<file path="src/rtl/mtg_pkg.sv">
// ----------------------------------------------------------------------------
// MT19937 generator package
// Sizes, constants, command codes and tempering shared by the generator.
// ----------------------------------------------------------------------------
package mtg_pkg;

    localparam int unsigned WORD_COUNT = 624;
    localparam int unsigned SHIFT_DIST = 397;
    localparam int unsigned WRAP_DIST  = WORD_COUNT - SHIFT_DIST;
    localparam int unsigned ADDR_W     = $clog2(WORD_COUNT + 1);

    typedef logic [31:0]       t_word;
    typedef logic [ADDR_W-1:0] t_addr;

    localparam t_word INIT_MULT    = 32'h6c07_8965;
    localparam t_word MATRIX_A     = 32'h9908_b0df;
    localparam t_word TEMPER_B     = 32'h9d2c_5680;
    localparam t_word TEMPER_C     = 32'hefc6_0000;
    localparam t_word DEFAULT_SEED = 32'd5489;

    localparam t_addr LAST_ADDR = t_addr'(WORD_COUNT - 1);
    localparam t_addr END_ADDR  = t_addr'(WORD_COUNT);
    localparam t_addr WRAP_ADDR = t_addr'(WRAP_DIST);
    localparam t_addr SHIFT_OFS = t_addr'(SHIFT_DIST);

    typedef enum logic {
        CMD_SEED = 1'b0,
        CMD_DRAW = 1'b1
    } t_kind;

    typedef struct packed {
        logic  kind;
        t_word seed_value;
    } t_cmd;

    function automatic t_word temper(input t_word w);
        t_word a;
        t_word b;
        t_word c;
        a = w ^ (w >> 11);
        b = a ^ ((a << 7) & TEMPER_B);
        c = b ^ ((b << 15) & TEMPER_C);
        return c ^ (c >> 18);
    endfunction

endpackage

</file>
<file path="src/rtl/mtg_if.sv">
// ----------------------------------------------------------------------------
// MT19937 generator channels
// Valid/ready command channel and result channel.
// ----------------------------------------------------------------------------
interface mtg_cmd_if;
    logic        valid;
    logic        ready;
    logic        kind;
    logic [31:0] seed_value;

    modport source (output valid, output kind, output seed_value, input ready);
    modport sink   (input valid, input kind, input seed_value, output ready);
endinterface


</file>
<file path="src/rtl/mtg_front.sv">
// ----------------------------------------------------------------------------
// MT19937 generator front end
// Accepts command words and queues them, two deep, for the engine.
// ----------------------------------------------------------------------------
module mtg_front (
    input  logic          i_clk,
    input  logic          i_rst_n,
    mtg_cmd_if.sink       i_cmd,
    mtg_cmd_if.source     o_cmd
);
    import mtg_pkg::*;

    t_cmd       r_data [2];
    logic       r_wr;
    logic       r_rd;
    logic [1:0] r_cnt;
    logic       push;
    logic       pop;

    assign i_cmd.ready      = (r_cnt != 2'd2);
    assign push             = i_cmd.valid && i_cmd.ready;
    assign pop              = o_cmd.valid && o_cmd.ready;
    assign o_cmd.valid      = (r_cnt != 2'd0);
    assign o_cmd.kind       = r_data[r_rd].kind;
    assign o_cmd.seed_value = r_data[r_rd].seed_value;

    always_ff @(posedge i_clk) begin
        if (push) begin
            r_data[r_wr].kind       <= i_cmd.kind;
            r_data[r_wr].seed_value <= (i_cmd.kind == CMD_SEED) ? i_cmd.seed_value : '0;
        end
    end

    always_ff @(posedge i_clk) begin
        if (!i_rst_n) begin
            r_wr  <= 1'b0;
            r_rd  <= 1'b0;
            r_cnt <= 2'd0;
        end else begin
            if (push) r_wr <= ~r_wr;
            if (pop)  r_rd <= ~r_rd;
            r_cnt <= r_cnt + {1'b0, push} - {1'b0, pop};
        end
    end

endmodule

</file>
<file path="src/flat_wrapper.sv">
// flat-port wrapper written by rule: the top's interface ports become plain ports
module mtg_front_flat import mtg_pkg::*;
  (i_clk, i_rst_n, i_cmd_valid, i_cmd_kind, i_cmd_seed_value, i_cmd_ready, o_cmd_valid, o_cmd_kind, o_cmd_seed_value, o_cmd_ready);
  mtg_cmd_if i_cmd_i ();
  mtg_cmd_if o_cmd_i ();
  input  logic i_clk;
  input  logic i_rst_n;
  input wire logic [$bits(i_cmd_i.valid)-1:0] i_cmd_valid;
  input wire logic [$bits(i_cmd_i.kind)-1:0] i_cmd_kind;
  input wire logic [$bits(i_cmd_i.seed_value)-1:0] i_cmd_seed_value;
  output wire logic [$bits(i_cmd_i.ready)-1:0] i_cmd_ready;
  output wire logic [$bits(o_cmd_i.valid)-1:0] o_cmd_valid;
  output wire logic [$bits(o_cmd_i.kind)-1:0] o_cmd_kind;
  output wire logic [$bits(o_cmd_i.seed_value)-1:0] o_cmd_seed_value;
  input wire logic [$bits(o_cmd_i.ready)-1:0] o_cmd_ready;
  assign i_cmd_i.valid = i_cmd_valid;
  assign i_cmd_i.kind = i_cmd_kind;
  assign i_cmd_i.seed_value = i_cmd_seed_value;
  assign i_cmd_ready = i_cmd_i.ready;
  assign o_cmd_valid = o_cmd_i.valid;
  assign o_cmd_kind = o_cmd_i.kind;
  assign o_cmd_seed_value = o_cmd_i.seed_value;
  assign o_cmd_i.ready = o_cmd_ready;
  mtg_front u_core (.i_clk(i_clk), .i_rst_n(i_rst_n), .i_cmd(i_cmd_i), .o_cmd(o_cmd_i));
endmodule
</file>
<file path="config.mk">
export PLATFORM = sky130hd
export DESIGN_NAME = mtg_front_flat
export DESIGN_NICKNAME = d
export VERILOG_FILES = /design/src/rtl/mtg_pkg.sv /design/src/rtl/mtg_if.sv /design/src/rtl/mtg_front.sv /design/src/flat_wrapper.sv
export SDC_FILE = /design/constraint.sdc
export NUM_CORES = 1
export LEC_CHECK = 0
export ABC_AREA = 1
export BUFFER_PORTS_ARGS = -buffer_cell sky130_fd_sc_hd__buf_2
export CELL_PAD_IN_SITES_DETAIL_PLACEMENT = 1
export CELL_PAD_IN_SITES_GLOBAL_PLACEMENT = 2
export CORE_MARGIN = 4
export CORE_UTILIZATION = 39
export CTS_CLUSTER_DIAMETER = 40
export DETAILED_ROUTE_END_ITERATION = 10
export PLACE_DENSITY = 0.95
export SYNTH_ARGS = -nofsm -noshare
export SYNTH_HDL_FRONTEND = slang
export SYNTH_SLANG_ARGS = --single-unit
</file>
<file path="constraint.sdc">
create_clock -name i_clk -period 5.95 [get_ports i_clk]
set_input_delay 1.19 -clock i_clk [delete_from_list [all_inputs] [get_ports i_clk]]
set_output_delay 1.19 -clock i_clk [all_outputs]
set_load 0.03 [all_outputs]
</file>
==> results of run 1 <==
## cell usage in the layout (no fill, tap or decap)
master       n
inv_1       41
nand2_1      9
buf_4        1
edfxtp_1    66
clkinv_1     1
nor2_4       1
mux2_2       3
mux2_4      30
ha_1         2
dfxtp_2      1
a21oi_1      2
clkinvlp_4   2
buf_2       71
bufinv_16    3
clkbuf_1     1
nand3_1      3
nor2_1      39
clkbuf_8     9
dfxtp_1      4
## through the flow
step	hold WS, ps	cells	util	total power [uW]	instance area (um2)
3_3_place_gp	485	372	0.466	1210	3450
3_5_place_dp	507	372	0.466	1230	3450
4_1_cts	516	388	0.498	1680	3690
2_1_floorplan	467	208	-	1110	3040
6_report	513	388	0.498	1660	3690
5_1_grt	546	388	0.498	1740	3690
## critical path: cells and delay by family (launching register included)
kind	cells	cell delay (ps)
buffers and inverters	1	180
flip-flops	1	1060
multiplexers	1	420
## area by class of cell
| cell class | instances | area (um2) | area share |
|---|---|---|---|
| clock buffers | 10 | 128 | 0.0346 |
| clock inverters | 6 | 109 | 0.0295 |
| repair buffers | 72 | 363 | 0.0984 |
| multi-input cells | 89 | 726 | 0.197 |
| inverters | 41 | 154 | 0.0418 |
| well taps | 99 | 124 | 0.0336 |
| flip-flops and latches | 71 | 2080 | 0.565 |
## flip-flops by register name (all words and copies together) (netlist names), named ones only
signal         count
u_core.r_data     66
u_core.r_rd        1
u_core.r_cnt       2
u_core.r_wr        1
## cells by family (layout without fill, tap and decap cells)
logic type	count (synthesis)	count (layout)	share of synthesized area
flops	71	71	0.685
buf+inv	48	129	0.0790
simple gates	52	52	0.0654
compound gates	2	2	0.00329
mux	33	33	0.159
fa+ha+maj	2	2	0.00823
## routing by layer
layer / global-route usage / wire (um) / part of all wire / vias to the layer above
met5: 0 / 0 / 0 / -
met4: 0.0666 / 102 / 0.019 / 0
met3: 0.0430 / 367 / 0.070 / 9
met2: 0.202 / 2620 / 0.50 / 51
met1: 0.141 / 2180 / 0.41 / 814
li1: - / - / - / 840
## where the power goes
group / leakage [uW] / internal, uW / switching, uW
Combinational: 0.000858 / 201 / 300
Clock: 0.000110 / 277 / 177
Sequential: 0.000672 / 645 / 57.8
Total: 0.00164 / 1120 / 535
## final timing paths
check / start / end / slack [ps]
max: flip-flop / o_cmd_kind / 2750
max reg2reg: u_core.r_cnt[0]$_SDFF_PN0_ / u_core.r_data[0][29]$_DFFE_PP_ / 4110
min reg2reg: u_core.r_rd$_SDFFE_PN0P_ / flip-flop / 510
min: u_core.r_rd$_SDFFE_PN0P_ / flip-flop / 510
==> flow_summary.json, run 1 <==
{
  "postCtsSetupRepairBufs": 0,
  "synth_area_leaders": "edfxtp_1 65%, mux2_4 15%, inv_1 5.1%",
  "finalHoldViolations": 0,
  "fin_crit_sh": 0.538,
  "vias_per_cell": 4.42,
  "cts_htree_levels": 3,
  "crit_path_max_fanout": 33,
  "rows": 31,
  "dpl.hpwl_um": 3420,
  "power.leakage_uw": 0.00164,
  "grt_setup_unrepaired": "no",
  "wl_per_cell_um": 13.6,
  "drv_slew": 0,
  "min_delay_path_depth": 2,
  "drt_iter0_drc": 45,
  "yosys_register_bits": 71,
  "die_w_um": 96.3,
  "ant_nets": 0,
  "ctsHoldBuffers": 0,
  "grt_max_degree": 35,
  "portBuffers": 71,
  "grt_overflow": 0,
  "synth.distinct_cells": 13,
  "startpoint_type": "flip-flop",
  "yosysMostFrequentCell": "edfxtp_1",
  "core-area_mm2": 0.00741,
  "clk_pin_slew_worst_paths_ps": 70,
  "grt_use_total": 0.123,
  "worst_slew_pin_slew_ps": 1100,
  "ys_seq_area_frac": 0.685,
  "grt_pass1_vias": 1838,
  "grt_pass1_wl_um": 8360,
  "start_util": 0.410,
  "clock_latency_ps": 340,
  "setup_ws_ps": 2750,
  "dieArea_mm2": 0.00927,
  "cp.required_ps": 4760,
  "cp-end-kind": "primary output",
  "ir_drop_uv": 326,
  "drtPass1Iterations": 2,
  "areaGrowthSynthToFinish_pct": 21.2,
  "synth_commonest_cells": "66 x edfxtp_1, 41 x inv_1, 40 x nor2_1, 30 x mux2_4, 9 x nand2_1",
  "cp_slowest_stage_delay_ps": 1060,
  "setup_viol": 0,
  "syn_area_mm2": 0.00304,
  "synth_top_area_cell": "edfxtp_1",
  "cts.sinks": 71,
  "ctsRootBufferMaster": "clkbuf_8",
  "slew_headroom": 0.267,
  "cts-resized-gates": 0,
  "skew_ps": 10.3,
  "layout-drive-gt1-share": 0.419,
  "async_flop_share": 0,
  "critPathSlowestCell": "dfxtp_2",
  "gp_congestion": 0.693,
  "die_h_um": 96.3,
  "synth.top_cell.area_share": 0.652,
  "arrival_ps": 2010,
  "synth-edff-count": 66,
  "numCtsBuffers": 9,
  "synth.avg_cell_area_um2": 14.6,
  "synth_flop_cell": "edfxtp_1",
  "setup_tns_ps": 0,
  "status": "complete, no violations",
  "cts_tree": "done",
  "drt-total-wl_um": 5280,
  "routed-via-count": 1714,
  "n_antenna_cell": 0,
  "boundaryPins": 72,
  "worst_r2r_path_depth": 4,
  "synth_cells": 208,
  "max_freq_ghz": 0.312,
  "cap_violations": 0,
  "drcViolationCount": 0,
  "path_cells": "mux2_2 > buf_2",
  "grt_antenna_before_repair": 0,
  "dp_worst_setup_slack_ps": 3090,
  "finish.net_count": 323,
  "synth_fp_nets": 247,
  "cellPowerDensity_mw_per_mm2": 450,
  "nFillCells": 768,
  "yosysWarnings": 0,
  "hp-class": "reg -> reg",
  "path_class": "reg -> out",
  "cts_max_path_buffers": 2,
  "min_period_ps": 3200
}
Power figures use the tool's default switching activity.
==> run 2, diff against run 1 <==
--- a/config.mk
+++ b/config.mk
@@ -10,10 +10,10 @@
 export CELL_PAD_IN_SITES_DETAIL_PLACEMENT = 1
 export CELL_PAD_IN_SITES_GLOBAL_PLACEMENT = 2
 export CORE_MARGIN = 4
-export CORE_UTILIZATION = 39
+export CORE_UTILIZATION = 33
 export CTS_CLUSTER_DIAMETER = 40
 export DETAILED_ROUTE_END_ITERATION = 10
-export PLACE_DENSITY = 0.95
+export PLACE_DENSITY = 0.88
 export SYNTH_ARGS = -nofsm -noshare
 export SYNTH_HDL_FRONTEND = slang
 export SYNTH_SLANG_ARGS = --single-unit
==> constraint.sdc (replaced) <==
create_clock -name i_clk -period 2.6 [get_ports i_clk]
set_input_delay 0.52 -clock i_clk [delete_from_list [all_inputs] [get_ports i_clk]]
set_output_delay 0.52 -clock i_clk [all_outputs]
set_load 0.03 [all_outputs]
==> flow_summary.json, run 2 (same netlist as run 1, synthesis figures left out) <==
{
  "routed-via-count": 1722,
  "cap_violations": 0,
  "cellPowerDensity_mw_per_mm2": 986,
  "cts_max_path_buffers": 2,
  "grt_overflow": 0,
  "min_period_ps": 2010,
  "gp_congestion": 0.657,
  "use_met3": 0.0484,
  "drv_slew": 0,
  "crit_path_max_fanout": 33,
  "min-delay-start": "i_rst_n",
  "reg_top3": "u_core.r_data: 66 flops, u_core.r_cnt: 2 flops",
  "drcViolationCount": 0,
  "grt_setup_unrepaired": "no",
  "dpl.hpwl_um": 4070,
  "areaGrowthSynthToFinish_pct": 21.9,
  "rows": 34,
  "cts-resized-gates": 0,
  "dieArea_mm2": 0.0108,
  "busiest_layer": "met2",
  "nFillCells": 978,
  "grt_pass1_vias": 1857,
  "core-area_mm2": 0.00885,
  "worst_r2r_path_depth": 5,
  "cts_htree_levels": 3,
  "portBuffers": 71,
  "ir_drop_uv": 342,
  "slew_headroom": 0.573,
  "cp.required_ps": 2080,
  "layout-drive-gt1-share": 0.432,
  "arrival_ps": 1490,
  "worst_slew_pin_slew_ps": 641,
  "startpoint_type": "flip-flop",
  "finalHoldViolations": 0,
  "r2r_start": "u_core.r_cnt[0]$_SDFF_PN0_",
  "placed_area_mm2": 0.00351,
  "ctsHoldBuffers": 0,
  "layout_commonest_cell": "buf_2",
  "cp-end-kind": "primary output",
  "start_util": 0.344,
  "cts.sinks": 71,
  "fin_area_mm2": 0.00370,
  "n_antenna_cell": 0,
  "drtPass1Iterations": 4,
  "ant_nets": 0,
  "grt_max_degree": 35,
  "fin_crit_sh": 0.774,
  "r2r_slack_ps": 1020,
  "crit_end": "o_cmd_seed_value[0]",
  "use_met2": 0.191,
  "ctsRootBufferMaster": "clkbuf_8",
  "wl_per_cell_um": 14.0,
  "dp_worst_setup_slack_ps": 893,
  "drt_iter0_drc": 46,
  "clock_latency_ps": 330,
  "path_class": "reg -> out",
  "finish.net_count": 326,
  "regMostFlops": "u_core.r_data",
  "hp-class": "in -> reg",
  "numCtsBuffers": 9,
  "r2r-end": "u_core.r_data[0][5]$_DFFE_PP_",
  "use_met1": 0.123,
  "setup_viol": 0,
  "die_w_um": 104,
  "vias_per_cell": 4.31,
  "layout_common_cells": "71 x buf_2, 66 x edfxtp_1, 41 x inv_1",
  "max_freq_ghz": 0.497,
  "power.leakage_uw": 0.00165,
  "boundaryPins": 72,
  "grt_antenna_before_repair": 0,
  "die_h_um": 104,
  "grt_pass1_wl_um": 9290,
  "largest_register_ffs": 66,
  "clk_pin_slew_worst_paths_ps": 80,
  "setup_tns_ps": 0,
  "cts_tree": "done",
  "status": "complete, no violations",
  "drt-total-wl_um": 5600,
  "setup_ws_ps": 587,
  "grt_use_total": 0.110,
  "skew_ps": 7.18,
  "postCtsSetupRepairBufs": 0
}
## run 2: critical path: stages (launching register included)
cell and delay (ps):
dfxtp_2 340, buf_12 250, mux2_2 370, buf_2 180
## run 2: per-stage QoR
| step | power (uW) | hold WS, ps | cells | utilization |
|---|---|---|---|---|
| floorplan | 2550 | 467 | 208 | - |
| global placement | 2810 | 486 | 384 | 0.396 |
| detailed placement | 2850 | 501 | 384 | 0.396 |
| CTS | 3710 | 409 | 400 | 0.419 |
| global route | 3870 | 426 | 400 | 0.419 |
| finish | 3650 | 421 | 400 | 0.419 |
## run 2: cell type report
type | instances | area, um2 | share of cell area
sequential | 71 | 2080 | 0.562
tap | 108 | 135 | 0.0365
multi-input combinational | 89 | 726 | 0.196
clock inverter | 7 | 72.6 | 0.0196
timing repair buffer | 75 | 410 | 0.111
inverter | 41 | 154 | 0.0415
clock buffer | 9 | 124 | 0.0334
## run 2: how the worst min path moves through the flow
stage | cells past startpoint | to | slack [ps]
2_1_floorplan | 2 | flip-flop | 470
3_3_place_gp | 2 | u_core.r_rd$_SDFFE_PN0P_ | 490
3_5_place_dp | 2 | flip-flop | 500
4_1_cts | 3 | u_core.r_cnt[0]$_SDFF_PN0_ | 410
5_1_grt | 3 | u_core.r_wr$_SDFFE_PN0P_ | 430
6_report | 3 | u_core.r_cnt[0]$_SDFF_PN0_ | 420
## run 2: layer usage
layer,up-vias,share of wire
li1,845,-
met1,824,0.42
met2,49,0.52
met3,4,0.062
met4,0,0.0046
met5,-,0
## run 2: power by group
group	switching, uW	total (uW)	internal (uW)
sequential	58.2	1530	1470
clock	418	862	444
combinational	772	1260	488
==> run 3, diff against run 2 <==
--- a/config.mk
+++ b/config.mk
@@ -5,15 +5,15 @@
 export SDC_FILE = /design/constraint.sdc
 export NUM_CORES = 1
 export LEC_CHECK = 0
-export ABC_AREA = 1
+export ABC_AREA = 0
 export BUFFER_PORTS_ARGS = -buffer_cell sky130_fd_sc_hd__buf_2
 export CELL_PAD_IN_SITES_DETAIL_PLACEMENT = 1
 export CELL_PAD_IN_SITES_GLOBAL_PLACEMENT = 2
 export CORE_MARGIN = 4
-export CORE_UTILIZATION = 33
+export CORE_UTILIZATION = 34
 export CTS_CLUSTER_DIAMETER = 40
 export DETAILED_ROUTE_END_ITERATION = 10
-export PLACE_DENSITY = 0.88
+export PLACE_DENSITY = 0.87
 export SYNTH_ARGS = -nofsm -noshare
 export SYNTH_HDL_FRONTEND = slang
 export SYNTH_SLANG_ARGS = --single-unit
==> constraint.sdc (replaced) <==
create_clock -name i_clk -period 1.6 [get_ports i_clk]
set_input_delay 0.32 -clock i_clk [delete_from_list [all_inputs] [get_ports i_clk]]
set_output_delay 0.32 -clock i_clk [all_outputs]
set_load 0.03 [all_outputs]
==> flow_summary.json, run 3 <==
{
  "setup_viol": 33,
  "ctsHoldBuffers": 0,
  "yosysMostFrequentCell": "edfxtp_1",
  "setup_ws_ps": -116,
  "path_class": "reg -> out",
  "cts_tree": "done",
  "dieArea_mm2": 0.0104,
  "layout_common_cells": "66 x edfxtp_1, 37 x buf_2, 30 x mux2_4, 30 x buf_6, 17 x nor2b_1",
  "synth_commonest_cells": "66 x edfxtp_1, 30 x mux2_4, 18 x nor2b_1, 15 x and2b_1, 5 x dfxtp_1",
  "synth.top_cell.area_share": 0.658,
  "drv_slew": 0,
  "ys_seq_area_frac": 0.691,
  "use_met1": 0.128,
  "max_freq_ghz": 0.583,
  "power.leakage_uw": 0.00161,
  "cts_htree_levels": 3,
  "crit_path_max_fanout": 4,
  "clk_pin_slew_worst_paths_ps": 60,
  "drtPass1Iterations": 4,
  "die_w_um": 102,
  "drt-total-wl_um": 5630,
  "async_flop_share": 0,
  "synth_flop_cell": "edfxtp_1",
  "cts.sinks": 71,
  "min_period_ps": 1720,
  "routed-via-count": 1607,
  "rows": 34,
  "syn_area_mm2": 0.00301,
  "slew_headroom": 0.626,
  "arrival_ps": 1400,
  "grt_pass1_vias": 1807,
  "yosys_register_bits": 71,
  "cellPowerDensity_mw_per_mm2": 1630,
  "vias_per_cell": 4.43,
  "layout_commonest_cell": "edfxtp_1",
  "busiest_layer": "met2",
  "dp.cells": 345,
  "ctsRootBufferMaster": "clkbuf_8",
  "boundaryPins": 72,
  "portBuffers": 71,
  "finish.net_count": 289,
  "hp-class": "in -> reg",
  "finalHoldViolations": 0,
  "synth.distinct_cells": 24,
  "grt_overflow": 0,
  "skew_ps": 8.66,
  "core-area_mm2": 0.00868,
  "clock_latency_ps": 330,
  "n_antenna_cell": 0,
  "largest_register_ffs": 66,
  "cp-end-kind": "primary output",
  "cap_violations": 0,
  "grt_max_degree": 33,
  "ir_drop_uv": 692,
  "wl_per_cell_um": 15.5,
  "nFillCells": 867,
  "reg_top3": "u_core.r_data: 66 flops, u_core.r_cnt: 2 flops",
  "finalPower_uw": 6460,
  "worst_r2r_path_depth": 7,
  "die_h_um": 102,
  "use_met2": 0.212,
  "grt_pass1_wl_um": 8940,
  "cts_max_path_buffers": 2,
  "synth_area_leaders": "edfxtp_1 66%, mux2_4 15%, and2b_1 3.7%",
  "dpl.hpwl_um": 3920,
  "synth_top_area_cell": "edfxtp_1",
  "grt_use_total": 0.118,
  "start_util": 0.347,
  "startpoint_type": "flip-flop",
  "ant_nets": 0,
  "synth.avg_cell_area_um2": 18.3,
  "violations": "setup timing",
  "synth-edff-count": 66,
  "drt_iter0_drc": 37,
  "fin_crit_sh": 1.07,
  "worst_slew_pin_slew_ps": 561,
  "status": "finished with violations",
  "final_cells": 363,
  "yosysWarnings": 0,
  "layout-drive-gt1-share": 0.525,
  "drcViolationCount": 0,
  "regMostFlops": "u_core.r_data",
  "grt_antenna_before_repair": 0,
  "grt_setup_unrepaired": "yes",
  "gp_congestion": 0.686,
  "numCtsBuffers": 9,
  "synth_fp_nets": 204,
  "cp.required_ps": 1280,
  "areaGrowthSynthToFinish_pct": 31.6,
  "synth_cells": 165,
  "use_met3": 0.0396,
  "min_delay_path_depth": 2
}
run 3: cell families after synthesis:
logic type | synth area share
fa+ha+maj | 0.00831
simple gates | 0.0985
xor+xnor | 0.00582
buf+inv | 0.0312
compound gates | 0.00415
flops | 0.691
mux | 0.161
run 3: critical path, stage by stage, from the launching register on:
cell and delay, ps:
dfxtp_4 420, buf_4 150, mux2_2 330, buf_4 170
run 3: repair_timing:
action                     CTS  global route
buffers inserted             1             0
pin swaps                    0             1
setup endpoints to repair   33            35
resized for setup           65             2
gates cloned                 1             0
run 3: final timing paths:
path / startpoint / endpoint / slack, ps
setup reg to reg: u_core.r_cnt[1]$_SDFF_PN0_ / u_core.r_cnt[1]$_SDFF_PN0_ / 70
hold / removal: i_rst_n / u_core.r_cnt[0]$_SDFF_PN0_ / 260
hold reg to reg: u_core.r_wr$_SDFFE_PN0P_ / u_core.r_wr$_SDFFE_PN0P_ / 520
setup / recovery: flip-flop / o_cmd_seed_value[0] / -120
run 3: per-stage QoR:
step                setup TNS, ps  hold slack (ps)  area, um2  setup WS (ps)   util
floorplan                    -485              419       3030          -14.7      -
detailed placement              0              511       3550           38.7  0.409
global placement                0              487       3550            108  0.409
CTS                         -4030              247       3960           -158  0.456
finish                      -2890              264       3960           -116  0.457
global route                -4830              259       3960           -178  0.457
run 3: final cells by class:
| cell class | instances | area, um2 | share of cell area |
|---|---|---|---|
| clock buffers | 15 | 176 | 0.0445 |
| inverters | 3 | 11.3 | 0.00284 |
| flip-flops and latches | 71 | 2090 | 0.527 |
| repair buffers | 81 | 698 | 0.176 |
| clock inverters | 1 | 5.00 | 0.00126 |
| multi-input cells | 84 | 850 | 0.214 |
| well taps | 108 | 135 | 0.0341 |
run 3: routing by layer:
metal	part of all wire	vias to the layer above
met3	0.065	9
li1	-	775
met1	0.37	767
met4	0.014	0
met5	0	-
met2	0.55	56
run 3: power breakdown:
part	internal, uW	total, uW	switching [uW]
combinational	1350	2690	1340
clock	690	1280	587
sequential	2380	2490	117
total	4420	6460	2050
